`config.mk`:
```
export PLATFORM = sky130hd
export DESIGN_NAME = pcm_frame_to_s16_stereo
export DESIGN_NICKNAME = d
export VERILOG_FILES = /design/src/pcmfs16_pkg.sv /design/src/pcm_frame_to_s16_stereo.sv
export VERILOG_INCLUDE_DIRS = /design/src /design/src/src
export SDC_FILE = /design/constraint.sdc
export NUM_CORES = 1
export LEC_CHECK = 0
export ABC_AREA = 1
export BUFFER_PORTS_ARGS = -buffer_cell sky130_fd_sc_hd__buf_2
export CORE_MARGIN = 5
export CORE_UTILIZATION = 41
export CTS_CLUSTER_DIAMETER = 200
export DETAILED_ROUTE_END_ITERATION = 8
export HOLD_SLACK_MARGIN = 0.12
export SYNTH_ARGS = -nofsm -noshare
export SYNTH_HDL_FRONTEND = slang
export SYNTH_SLANG_ARGS = --single-unit
```
`constraint.sdc`:
```
create_clock -name clk -period 5.7 [get_ports clk]
set_clock_uncertainty 0.2 [all_clocks]
set_input_delay 0.285 -clock clk [delete_from_list [all_inputs] [get_ports clk]]
set_output_delay 0.285 -clock clk [all_outputs]
set_load 0.005 [all_outputs]
```
`src/assert_macros.svh`:
```
// Assertion helper macros shared by the RTL in this folder.
// No dependencies; include by bare file name inside a module body.
`ifndef ASSERT_MACROS_SVH
`define ASSERT_MACROS_SVH

// Checked on every clock edge outside reset.
`define ASSERT_CLK(label, prop, msg) \
  label: assert property (@(posedge clk) disable iff (rst) (prop)) else $error(msg);

// Checked on every clock edge, reset included.
`define ASSERT_ALWAYS(label, prop, msg) \
  label: assert property (@(posedge clk) (prop)) else $error(msg);

`endif

```
`src/pcmfs16_pkg.sv`:
```
// Package for the PCM frame to signed 16-bit stereo converter.
// Holds register codes, width codes, the per-channel stage type and
// the sample conversion functions. No dependencies.
package pcmfs16_pkg;

  // configuration register indexes
  typedef enum logic [2:0] {
    REG_SAMPLE_WIDTH  = 3'd0,
    REG_STEREO        = 3'd1,
    REG_BIG_ENDIAN    = 3'd2,
    REG_FLOAT_SAMPLES = 3'd3,
    REG_DATA_LENGTH   = 3'd4
  } cfg_reg_t;

  // sample width codes
  localparam logic [1:0] WIDTH_8  = 2'd0;
  localparam logic [1:0] WIDTH_16 = 2'd1;
  localparam logic [1:0] WIDTH_24 = 2'd2;
  localparam logic [1:0] WIDTH_32 = 2'd3;

  localparam logic [15:0] S16_MAX   = 16'd32767;
  localparam logic [7:0]  EXP_ONE   = 8'd127;
  localparam logic [7:0]  EXP_SPECIAL = 8'd255;

  // one channel between the front stage and the result stage
  typedef struct packed {
    logic        flt_path;
    logic [15:0] int_val;
    logic        neg;
    logic        zero;
    logic [7:0]  ex;
    logic [38:0] prod;   // significand * 32767
  } chan_s1_t;

  // Pull one sample word out of the frame, low byte of the word in bits 7:0.
  function automatic logic [31:0] gather_word(logic [63:0] frame, logic [2:0] start,
                                              logic [1:0] wcode, logic be);
    logic [31:0] w;
    logic [2:0]  idx;
    logic [63:0] sh;
    w = '0;
    for (int i = 0; i < 4; i++) begin
      idx = be ? 3'(start + {1'b0, wcode} - 3'(i)) : 3'(start + 3'(i));
      sh  = frame >> {idx, 3'b000};
      if (2'(i) <= wcode) begin
        w[8*i +: 8] = sh[7:0];
      end
    end
    return w;
  endfunction

  // Front half of a channel: integer result, or float fields and the product.
  function automatic chan_s1_t chan_front(logic [31:0] w, logic [1:0] wcode,
                                          logic be, logic flt);
    chan_s1_t    c;
    logic [7:0]  ex;
    logic [22:0] frac;
    logic [23:0] m;
    ex   = w[30:23];
    frac = w[22:0];
    c.flt_path = flt && (wcode == WIDTH_32);
    case (wcode)
      WIDTH_8:  c.int_val = {(be ? w[7] : ~w[7]), w[6:0], 8'h00};
      WIDTH_16: c.int_val = w[15:0];
      WIDTH_24: c.int_val = w[23:8];
      WIDTH_32: c.int_val = w[31:16];
      default:  c.int_val = w[15:0];
    endcase
    c.neg  = w[31];
    // NaN, zero and subnormals all land on 0
    c.zero = ((ex == EXP_SPECIAL) && (frac != '0)) || (ex == '0);
    if ((ex > EXP_ONE) || ((ex == EXP_ONE) && (frac != '0))) begin
      ex   = EXP_ONE;
      frac = '0;
    end
    m      = {1'b1, frac};
    c.ex   = ex;
    c.prod = {m, 15'd0} - {15'd0, m};
    return c;
  endfunction

  // Back half of a float channel: round to 24 bits, truncate, saturate.
  function automatic logic [15:0] float_finish(chan_s1_t c);
    logic [23:0] q_trunc;
    logic        half;
    logic        sticky;
    logic [24:0] q;
    logic [7:0]  sh;
    logic [24:0] mag;
    logic [15:0] mag16;
    if (c.prod[38]) begin
      q_trunc = c.prod[38:15];
      half    = c.prod[14];
      sticky  = |c.prod[13:0];
      sh      = 8'd135 - c.ex;
    end else begin
      q_trunc = c.prod[37:14];
      half    = c.prod[13];
      sticky  = |c.prod[12:0];
      sh      = 8'd136 - c.ex;
    end
    q     = {1'b0, q_trunc} + 25'(half && (sticky || q_trunc[0]));
    mag   = (sh >= 8'd25) ? '0 : (q >> sh[4:0]);
    mag16 = (mag > 25'(S16_MAX)) ? S16_MAX : mag[15:0];
    if (c.zero) begin
      return '0;
    end
    return c.neg ? 16'(-mag16) : mag16;
  endfunction

  function automatic logic [15:0] chan_back(chan_s1_t c);
    return c.flt_path ? float_finish(c) : c.int_val;
  endfunction

endpackage

```
`src/pcm_frame_to_s16_stereo.sv`:
```
// PCM frame to signed 16-bit stereo converter, top level.
// Pipeline: an accepted input word loads the front register, and its result
// word is then registered in the result register.
// Throughput: one frame per cycle; a stall moves back from the result register.
// Reset (rst, sync, active high): pipeline empty, byte count and end flag
// cleared, config back to 16-bit stereo little-endian integer, length 0.
module pcm_frame_to_s16_stereo (
  input  logic        clk,
  input  logic        rst,
  // config write channel
  input  logic        cfg_valid,
  output logic        cfg_ready,
  input  logic [2:0]  cfg_index,
  input  logic [31:0] cfg_data,
  // frame input
  input  logic        in_valid,
  output logic        in_ready,
  input  logic [63:0] frame_bytes,
  // result output
  output logic        out_valid,
  input  logic        out_ready,
  output logic signed [15:0] left_sample,
  output logic signed [15:0] right_sample,
  output logic        frame_valid
);
  import pcmfs16_pkg::*;
  `include "assert_macros.svh"

  // config registers
  logic [1:0]  sample_width_code;
  logic        stereo;
  logic        big_endian;
  logic        float_samples;
  logic [31:0] data_length;

  // stream accounting
  logic [31:0] consumed_bytes;
  logic        stream_ended;

  // front stage register
  logic     s1_valid;
  logic     s1_ok;
  chan_s1_t s1_left;
  chan_s1_t s1_right;

  logic     in_fire;
  logic     s1_adv;
  logic [3:0]  bpf;
  logic [32:0] bytes_after;
  logic        past_end;
  logic [2:0]  right_start;
  chan_s1_t    front_left;
  chan_s1_t    front_right;

  // config port never stalls; writes must come only while idle, which the block does not enforce
  assign cfg_ready = 1'b1;

  always_ff @(posedge clk) begin
    if (rst) begin
      sample_width_code <= WIDTH_16;
      stereo            <= 1'b1;
      big_endian        <= 1'b0;
      float_samples     <= 1'b0;
      data_length       <= '0;
    end else if (cfg_valid) begin
      case (cfg_index)
        REG_SAMPLE_WIDTH:  sample_width_code <= cfg_data[1:0];
        REG_STEREO:        stereo            <= cfg_data[0];
        REG_BIG_ENDIAN:    big_endian        <= cfg_data[0];
        REG_FLOAT_SAMPLES: float_samples     <= cfg_data[0];
        REG_DATA_LENGTH:   data_length       <= cfg_data;
        default: ;
      endcase
    end
  end

  // Pipeline flow: front register moves on when the result register is free
  // or being drained; input is taken when the front register is free or moving.
  assign s1_adv   = !out_valid || out_ready;
  assign in_ready = !s1_valid || s1_adv;
  assign in_fire  = in_valid && in_ready;

  // bytes per frame = bytes per sample (1..4), doubled for stereo
  assign bpf         = {1'b0, {1'b0, sample_width_code} + 3'd1} << stereo;
  assign bytes_after = {1'b0, consumed_bytes} + {29'd0, bpf};
  assign past_end    = stream_ended || (bytes_after > {1'b0, data_length});

  // Once past the end the flag sticks; the count freezes.
  always_ff @(posedge clk) begin
    if (rst) begin
      consumed_bytes <= '0;
      stream_ended   <= 1'b0;
    end else if (in_fire) begin
      if (past_end) begin
        stream_ended <= 1'b1;
      end else begin
        consumed_bytes <= bytes_after[31:0];
      end
    end
  end

  // front half: byte gather, integer form, float product
  assign right_start = {1'b0, sample_width_code} + 3'd1;
  assign front_left  = chan_front(gather_word(frame_bytes, 3'd0, sample_width_code, big_endian),
                                  sample_width_code, big_endian, float_samples);
  assign front_right = chan_front(gather_word(frame_bytes, right_start, sample_width_code,
                                              big_endian),
                                  sample_width_code, big_endian, float_samples);

  always_ff @(posedge clk) begin
    if (rst) begin
      s1_valid <= 1'b0;
    end else if (in_ready) begin
      s1_valid <= in_valid;
    end
  end

  always_ff @(posedge clk) begin
    if (in_fire) begin
      s1_ok    <= !past_end;
      s1_left  <= front_left;
      s1_right <= stereo ? front_right : front_left;  // mono copies left
    end
  end

  // back half: rounding, scaling and saturation into the result register
  always_ff @(posedge clk) begin
    if (rst) begin
      out_valid <= 1'b0;
    end else if (s1_adv) begin
      out_valid <= s1_valid;
    end
  end

  always_ff @(posedge clk) begin
    if (s1_adv && s1_valid) begin
      frame_valid  <= s1_ok;
      left_sample  <= s1_ok ? chan_back(s1_left) : '0;
      right_sample <= s1_ok ? chan_back(s1_right) : '0;
    end
  end

  // checks
  `ASSERT_CLK(a_end_sticky, stream_ended |=> stream_ended,
              "stream end flag dropped without reset")
  `ASSERT_CLK(a_invalid_zero,
              (out_valid && !frame_valid) |-> (left_sample == '0 && right_sample == '0),
              "invalid frame carries nonzero samples")
  `ASSERT_CLK(a_count_step, (in_fire && !past_end) |=>
              (consumed_bytes == $past(bytes_after[31:0])),
              "byte count did not advance by frame size")
  `ASSERT_CLK(a_s1_hold, (s1_valid && !s1_adv) |=> s1_valid,
              "front stage word lost during stall")
  `ASSERT_ALWAYS(a_reset_empty, rst |=> (!out_valid && !s1_valid),
                 "pipeline not empty after reset")

endmodule
```
# Yosys cells after proc, flatten, opt, wreduce, memory -nomap -nowiden
# Cells that the tools add are included.
# W data, S select, Z words.
# op_classes
shifts	11
n_reduce_logical	38
magnitude_cmp	11
addsub	22
n_mul	0
bitwise	3
eq_ne	11
mux	57
div	0
# ops
op	n
$shr A64 B6 Y8	7
$mux W16	10
$pmux W16 S4	2
$mux W8	14
$mux W24	4
$sub A39 B24 Y39	2
$mux W65	1
$shr A64 B5 Y8	1
$add A24 B1 Y25	2
$gt A25 B15 Y1 const B	2
$mux W25	2
$shr A25 B5 Y25	2
$mux W23	2
$reduce_bool A23 Y1	2
$add A32 B4 Y33	1
$gt A33 B32 Y1	1
$neg A16 Y16	2
$sub A8 B8 Y8 const A	4
$reduce_or A14 Y1	2
$reduce_or A13 Y1	2
$mux W3	7
$eq A8 B7 Y1 const B	2
$eq A8 B8 Y1 const B	2
$ge A8 B5 Y1 const B	2
27 further kinds	75
# word_totals
mem_bits_rw	0
n_memories	0
register_bits	238
wordCells	178
inputBits	104
latch_bits	0
mem_bits_ro	0

# Longest topological paths before layout
# Gate-level depths: netlist (run 1).
# depth
word_depth	15
mapped_depth	38
ltp_nobuf	35

# Worst setup path after synthesis (run 1)
# No wires, ideal clock.
# synth_timing
path_kind	reg-to-reg
startpoint	register sample_width_code[1]
endpoint	register consumed_bytes[14]
setup_ns	0.128
arrival_time_ns	5.493
n_path_buf	5
synth_period_minus_slack_ns	5.822
setup_slack_ns	-0.122
required_time_ns	5.372
stages_incl_launch_ff	38
path_cell_list	dfxtp_1 ha_1 buf_2 buf_1 buf_1 clkbuf_1 nand2_1 inv_1 ha_1 nand2_1 o21ai_1 nand2_1 nor2_1 nand3_1 nor2_1 nand3_1 nor3_1 nand3_1 [... 2 more ...] nor2_1 nand2_1 xor2_1 ha_1 nand4_1 o221a_2 a21oi_1 o21bai_1 nand2_1 a21oi_1 nor2_1 a21oi_1 nand2_1 nor2_1 inv_1 clkbuf_1 o21ai_0 a21oi_1
# synth_between
elab_chain_cells	7
# synth_rtl
item	line_no	text
start, declared	pcm_frame_to_s16_stereo.sv:30	logic [1:0] sample_width_code;
start signal, assigned	pcm_frame_to_s16_stereo.sv:67	REG_SAMPLE_WIDTH: sample_width_code <= cfg_data[1:0];
$add A2 B1 Y3	pcm_frame_to_s16_stereo.sv:84	assign bpf = {1'b0, {1'b0, sample_width_code} + 3'd1} << stereo;
$shl A3 B1 Y4	pcm_frame_to_s16_stereo.sv:84	
$add A32 B4 Y33	pcm_frame_to_s16_stereo.sv:85	assign bytes_after = {1'b0, consumed_bytes} + {29'd0, bpf};
named net bytes_after[24]	pcm_frame_to_s16_stereo.sv:49	logic [32:0] bytes_after;
$gt A33 B32 Y1	pcm_frame_to_s16_stereo.sv:86	assign past_end = stream_ended || (bytes_after > {1'b0, data_length});
$logic_or A1 B1 Y1	pcm_frame_to_s16_stereo.sv:86	
$not A1 Y1 (no source line)	n/a	
$reduce_and A2 Y1 (no source line)	n/a	
end signal, assigned	pcm_frame_to_s16_stereo.sv:97	consumed_bytes <= bytes_after[31:0];
end, declared	pcm_frame_to_s16_stereo.sv:37	logic [31:0] consumed_bytes;
# The timed path passes the listed nets, and every way through them passes these cells.
# A chain may end at the register's enable or synchronous reset.

# Worst setup path after layout (run 1)
# layout_timing
startpoint	register sample_width_code[1]
endpoint	register consumed_bytes[27]
# The elaborated chain is that of the path after synthesis.

==> qor.csv, run 1 <==
metric;value;unit
die height;253;µm
Fmax achieved;0.184;GHz
TritonCTS clock tree;yes;
CP endpoint kind;flip-flop;
Post-Synth XOR/XNOR Area;0.0244;
worst path required time;5.98;ns
startpoint types;flip-flop;
status;finished, final reports clean;
post-synthesis cell type count;76;
most common cell after layout, fill and taps aside;nand2_1;
Synth Area in Compound Gates;0.169;
Initial DRC Count;2567;
Post-Syn Instances;3873;
Final WS setup;0.264;ns
Longest Clk Path Bufs;3;
P_leak;0.0132;µW
Main synth FF type;edfxtp_1;
pwr/cell area;250;nW/µm²
Routed Antenna Nets;0;
final wirelength;89.2;mm
drt via density;5.45;
number of buffers added on ports;138;
wire per inst;18.4;µm
Place WS;0.0234;ns
DR pass1 iterations;6;
clock-pin slew on the worst setup and hold paths;0.06;ns
die span in x;253;µm
max_cap viols;0;
unrepaired setup endpoints after global routing;true;
CTS H-tree depth;1;
Max IR drop VDD;0.247;mV
min Tclk post-route;5.44;ns
DRC;0;
Worst Tran Pin Value;1.17;ns
Ys Warns;0;
CTS buffer count;29;
Buf/Inv on CP;5;
fin. max-slew vios;0;
Seq pwr share;0.319;
flops & latches, synth;237;
Cell Area, Synth;24200;µm²
Setup TNS;0;ns
critical path arrival;5.72;ns
gpl congestion;1.07;
total track usage;0.266;
Rel. slew slack;0.212;
hold slack;0.257;ns
most used cell, CP;nand2_1;
Int Power;4110;µW
die outline area;64100;µm²
CP max-delay cell;dfxtp_2;
worst hold path class;in -> reg;
sw frac;0.408;
DPL Wire Length;71.4;mm
Reg area;6400;µm²
Simple-Gate Fraction of Synth Area;0.390;
largest net degree at the start of global routing;70;
fillers;6260;
Final Hold Vio Count;0;
most frequent cells in the layout;nand2_1 (1087), nand3_1 (466), inv_1 (458), nor2_1 (263), o21ai_0 (233);
global-route wire length before repair;136;mm
Post-synth ARST share;0;
syn_area_per_cell;6.26;µm²
NetSw;2840;µW
CP max FO;5;
# setup viols final;0;
vias in the first global route;24000;
clock share of power;0.257;
initial antenna violation count;8;
share of cells above drive strength 1;0.138;
Clock Sinks;237;
Initial Utilization;0.412;
grt ovf;0;
via count;26400;
Power Total;6950;µW
Ports;140;
number of synthesized flops with an enable pin;165;
Post-Synth Adder-Cell Area;0.0369;
delay-heaviest family, CP;simple AND/OR/NAND/NOR gates;
period utilisation layout;0.954;
multi-input logic area;15400;µm²
Rows;89;
Syn-to-layout area delta;14.6;%
fin nets;4224;
Crit Path Class;reg -> reg;
post-synthesis mux area share;0.000413;
largest family of logic cells by synthesized area;simple AND/OR/NAND/NOR gates;
Clock Tree Root;clkbuf_16;
Core ar.;58800;µm²
R2R setup slack;0.26;ns
Comb pwr share;0.424;
sequential share of the synthesized area;0.264;
Crit path largest cell delay;0.34;ns
Clock Latency Late Sink;0.60;ns
[power by group through the flow]
stage / registers (µW) / logic [µW] / clock network (µW)
after CTS: 2210 / 2710 / 1820
after detailed placement: 2250 / 2670 / 0
final: 2220 / 2950 / 1790
after global routing: 2240 / 3270 / 1890
after floorplan: 2220 / 1900 / 0
after global placement: 2250 / 2680 / 0
[metal layers]
layer / part of all wire / wire length (µm) / vias up / track usage
met3: 0.075 / 6690 / 217 / 0.0359
li1: - / - / 13200 / -
met1: 0.43 / 38600 / 11900 / 0.363
met4: 0.049 / 4340 / 4 / 0.106
met5: 0.00026 / 23 / - / 0
met2: 0.44 / 39600 / 1116 / 0.428
[cells by family after synthesis]
group                    Yosys count
AND/OR/NAND/NOR                 2118
buffers and inverters            665
other                              2
AO/OA/AOI/OAI                    715
flip-flops                       237
XOR/XNOR                          64
adder cells (fa/ha/maj)           71
multiplexers                       1
[cell usage after synthesis, drive strengths merged (24+ instances only)]
master  instances  area [µm²]
nand3         487        2510
nand2        1128        4370
clkbuf         65         244
xor2           57         529
o21ai         355        1870
nand3b         32         240
o211ai         24         185
ha             70         876
a21oi         218        1090
inv           496        1860
nor3           27         155
nor2          319        1390
buf            99         661
dfxtp          72        1440
edfxtp        165        4950
nand4          66         419
[sequential cells by signal, summed over array words and instances, names as in the netlist, 2 cells and up]
signal             count
consumed_bytes        32
s1_right              66
data_length           32
s1_left               65
sample_width_code      2
right_sample          16
left_sample           16
[cell type report]
class                   instances  area share
diodes                          1   0.0000901
clock buffers                  36      0.0282
repair buffers                308      0.0794
multi-input cells            2972       0.554
inverters                     501      0.0682
flip-flops and latches        237       0.230
well taps                     773      0.0348
clock inverters                18     0.00477
[metrics by stage]
stage	cell area, µm²	instances	utilization
6_report	27800	4846	0.473
5_1_grt	27800	4845	0.473
4_1_cts	27200	4829	0.463
3_5_place_dp	25900	4729	0.440
3_3_place_gp	25900	4729	0.440
2_1_floorplan	24300	3874	-
[timing repair]
| action | CTS | global route |
|---|---|---|
| buffers inserted | 0 | 12 |
| endpoints found under the setup margin | 11 | 59 |
| hold buffers | 46 | 0 |
| endpoints found under the hold margin | 44 | 0 |
| gates resized for setup | 1 | 97 |
| pin swaps | 0 | 36 |
| gates cloned | 0 | 4 |
[worst paths after layout]
| kind | endpoint | from | cells past startpoint |
|---|---|---|---|
| max | consumed_bytes[27] | sample_width_code[1] | 35 |
| min | s1_left[64] | frame_bytes[7] | 2 |
| max reg2reg | consumed_bytes[27] | sample_width_code[1] | 35 |
| min reg2reg | data_length[26] | data_length[26] | 2 |
No activity file was read; power rests on OpenSTA's default activity.
==> inputs of run 2 (changes only) <==
--- a/config.mk
+++ b/config.mk
@@ -7,7 +7,7 @@
 export NUM_CORES = 1
 export LEC_CHECK = 0
 export ABC_AREA = 1
-export BUFFER_PORTS_ARGS = -buffer_cell sky130_fd_sc_hd__buf_2
+export BUFFER_PORTS_ARGS = -buffer_cell sky130_fd_sc_hd__clkbuf_2
 export CORE_MARGIN = 5
 export CORE_UTILIZATION = 41
 export CTS_CLUSTER_DIAMETER = 200
==> qor.csv, run 2 (synthesized netlist as in run 1, its figures left out) <==
metric;value;unit;change
total track usage;0.265;;-0.00123
period utilisation layout;0.953;;about the same
TritonCTS clock tree;yes;;
initial antenna violation count;11;;+3
gpl congestion;1.07;;about the same
Initial DRC Count;2980;;+16%
CP endpoint kind;flip-flop;;
DR pass1 iterations;6;;unchanged
fin area;27600;µm²;-0.54%
die outline area;64100;µm²;unchanged
Setup TNS;0;ns;unchanged
Syn-to-layout area delta;14.0;%;
status;finished, final reports clean;;
worst hold path class;in -> reg;;
area post-placement;25800;µm²;-0.37%
Fmax achieved;0.184;GHz;about the same
NetSw;2850;µW;+0.22%
share of cells above drive strength 1;0.130;;-0.00789
Routed Antenna Nets;0;;unchanged
most frequent cells in the layout;nand2_1 (1088), nand3_1 (469), inv_1 (459), nor2_1 (264), o21ai_0 (234);;
CP max-delay cell;ha_1;;
die height;253;µm;unchanged
clock-pin slew on the worst setup and hold paths;0.06;ns;about the same
CTS H-tree depth;1;;unchanged
R2R depth;29;;-17%
CP max FO;18;;+13
fin nets;4202;;-0.52%
unrepaired setup endpoints after global routing;true;;
Crit path largest cell delay;0.38;ns;+0.04 ns
Power Total;7080;µW;+1.8%
cell total after placement;4713;;-0.34%
Clock Latency Late Sink;0.60;ns;about the same
Ports;140;;unchanged
Crit Path Class;reg -> reg;;
max_cap viols;0;;unchanged
final wirelength;89.2;mm;about the same
r2r endpoint;s1_right[34];;
Rows;89;;unchanged
Worst Tran Pin Value;1.27;ns;+0.101 ns
Longest Clk Path Bufs;3;;unchanged
fin. max-slew vios;0;;unchanged
R2R setup slack;0.27;ns;about the same
fillers;6223;;-0.59%
Clock Sinks;237;;unchanged
global-route wire length before repair;136;mm;-0.43%
busiest layer in global routing;met2;;
drt via density;5.50;;+0.86%
via count;26600;;+0.48%
max FFs per register;66;;unchanged
# setup viols final;0;;unchanged
M2 GR Usage;0.414;;-0.0133
Final Hold Vio Count;0;;unchanged
min Tclk post-route;5.43;ns;-0.00478 ns
Critical R2R Launch;sample_width_code[0];;
grt ovf;0;;unchanged
Buf/Inv on CP;8;;+3
Initial Utilization;0.412;;unchanged
Core ar.;58800;µm²;unchanged
Finished Layout Cells;4828;;-0.37%
wire per inst;18.5;µm;+0.39%
Int Power;4230;µW;+3.0%
sw frac;0.402;;-0.00649
global routing usage on met1;0.362;;-0.00125
Hold Crit Depth;4;;+2
critical path arrival;5.55;ns;-0.17 ns
most common cell after layout, fill and taps aside;nand2_1;;
Clock Tree Root;clkbuf_16;;
Reg with most FFs;s1_right;;
Seq pwr share;0.314;;-0.005
DRC;0;;unchanged
largest net degree at the start of global routing;65;;-7.1%
HP Start;cfg_valid;;
CTS buffer count;29;;unchanged
most used cell, CP;nand2_1;;
startpoint types;flip-flop;;
delay-heaviest family, CP;simple AND/OR/NAND/NOR gates;;
worst path required time;5.82;ns;-0.16 ns
vias in the first global route;24100;;+0.19%
DPL Wire Length;70.9;mm;-0.69%
Comb pwr share;0.412;;-0.012
Max IR drop VDD;0.278;mV;+12%
biggest regs;s1_right (66), s1_left (65);;
Rel. slew slack;0.144;;-0.0682
pwr/cell area;256;nW/µm²;+2.4%
P_leak;0.0131;µW;-0.55%
clock share of power;0.274;;+0.017
hold slack;0.167;ns;-0.0900 ns
die span in x;253;µm;unchanged
hold worst-path end;data_length[25];;
met3 usage;0.0397;;+0.00380
number of buffers added on ports;138;;unchanged
==> run 2: cell type report <==
type                    count  area, µm²  share of cell area
diodes                      5       12.5            0.000453
clock buffers              32        747              0.0270
well taps                 773        967              0.0350
repair buffers            286       2050              0.0740
multi-input cells        2972      15300               0.554
inverters                 501       1890              0.0685
clock inverters            22        255             0.00924
flip-flops and latches    237       6400               0.232
==> run 2: worst register-to-register path, delay by kind of cell, from the launching register on <==
kind / cells / cell delay (ns)
compound gates: 5 / 0.94
fa+ha+maj: 2 / 0.63
buf+inv: 8 / 1.11
flops: 1 / 0.36
simple gates: 14 / 1.93
==> run 2: what timing repair did <==
| item | 4_1_cts | 5_1_grt |
|---|---|---|
| setup buffers | 0 | 7 |
| endpoints found under the hold margin | 44 | 0 |
| gates resized for setup | 0 | 79 |
| hold buffers | 46 | 0 |
| setup endpoints to repair | 0 | 57 |
==> run 2: worst max-delay path by stage <==
stage	from	depth (start not counted)	endpoint	slack, ns
after floorplan	sample_width_code[1]	37	consumed_bytes[14]	0.05
after global placement	sample_width_code[0]	31	consumed_bytes[29]	0.05
after detailed placement	sample_width_code[0]	31	consumed_bytes[29]	0.05
after CTS	sample_width_code[0]	31	consumed_bytes[24]	0.0006
after global routing	sample_width_code[0]	35	consumed_bytes[12]	-0.16
final	sample_width_code[0]	29	s1_right[34]	0.27
==> run 2: power groups by stage <==
stage          Combinational (µW)  Clock [µW]  Sequential [µW]
5_1_grt                      3230        2050             2240
4_1_cts                      2700        1980             2220
3_5_place_dp                 2670           0             2250
2_1_floorplan                1900           0             2220
3_3_place_gp                 2660           0             2250
6_report                     2920        1940             2220
==> run 2: metrics by stage <==
stage	setup slack [ns]	util
finish	0.269	0.470
detailed placement	0.0478	0.438
global route	-0.160	0.470
floorplan	0.0491	-
CTS	0.000570	0.463
global placement	0.0503	0.438
==> run 2: routing by layer <==
layer	wire (µm)	up-vias
met5	12	-
li1	-	13200
met1	38100	12000
met3	7130	224
met4	4950	2
met2	39000	1184
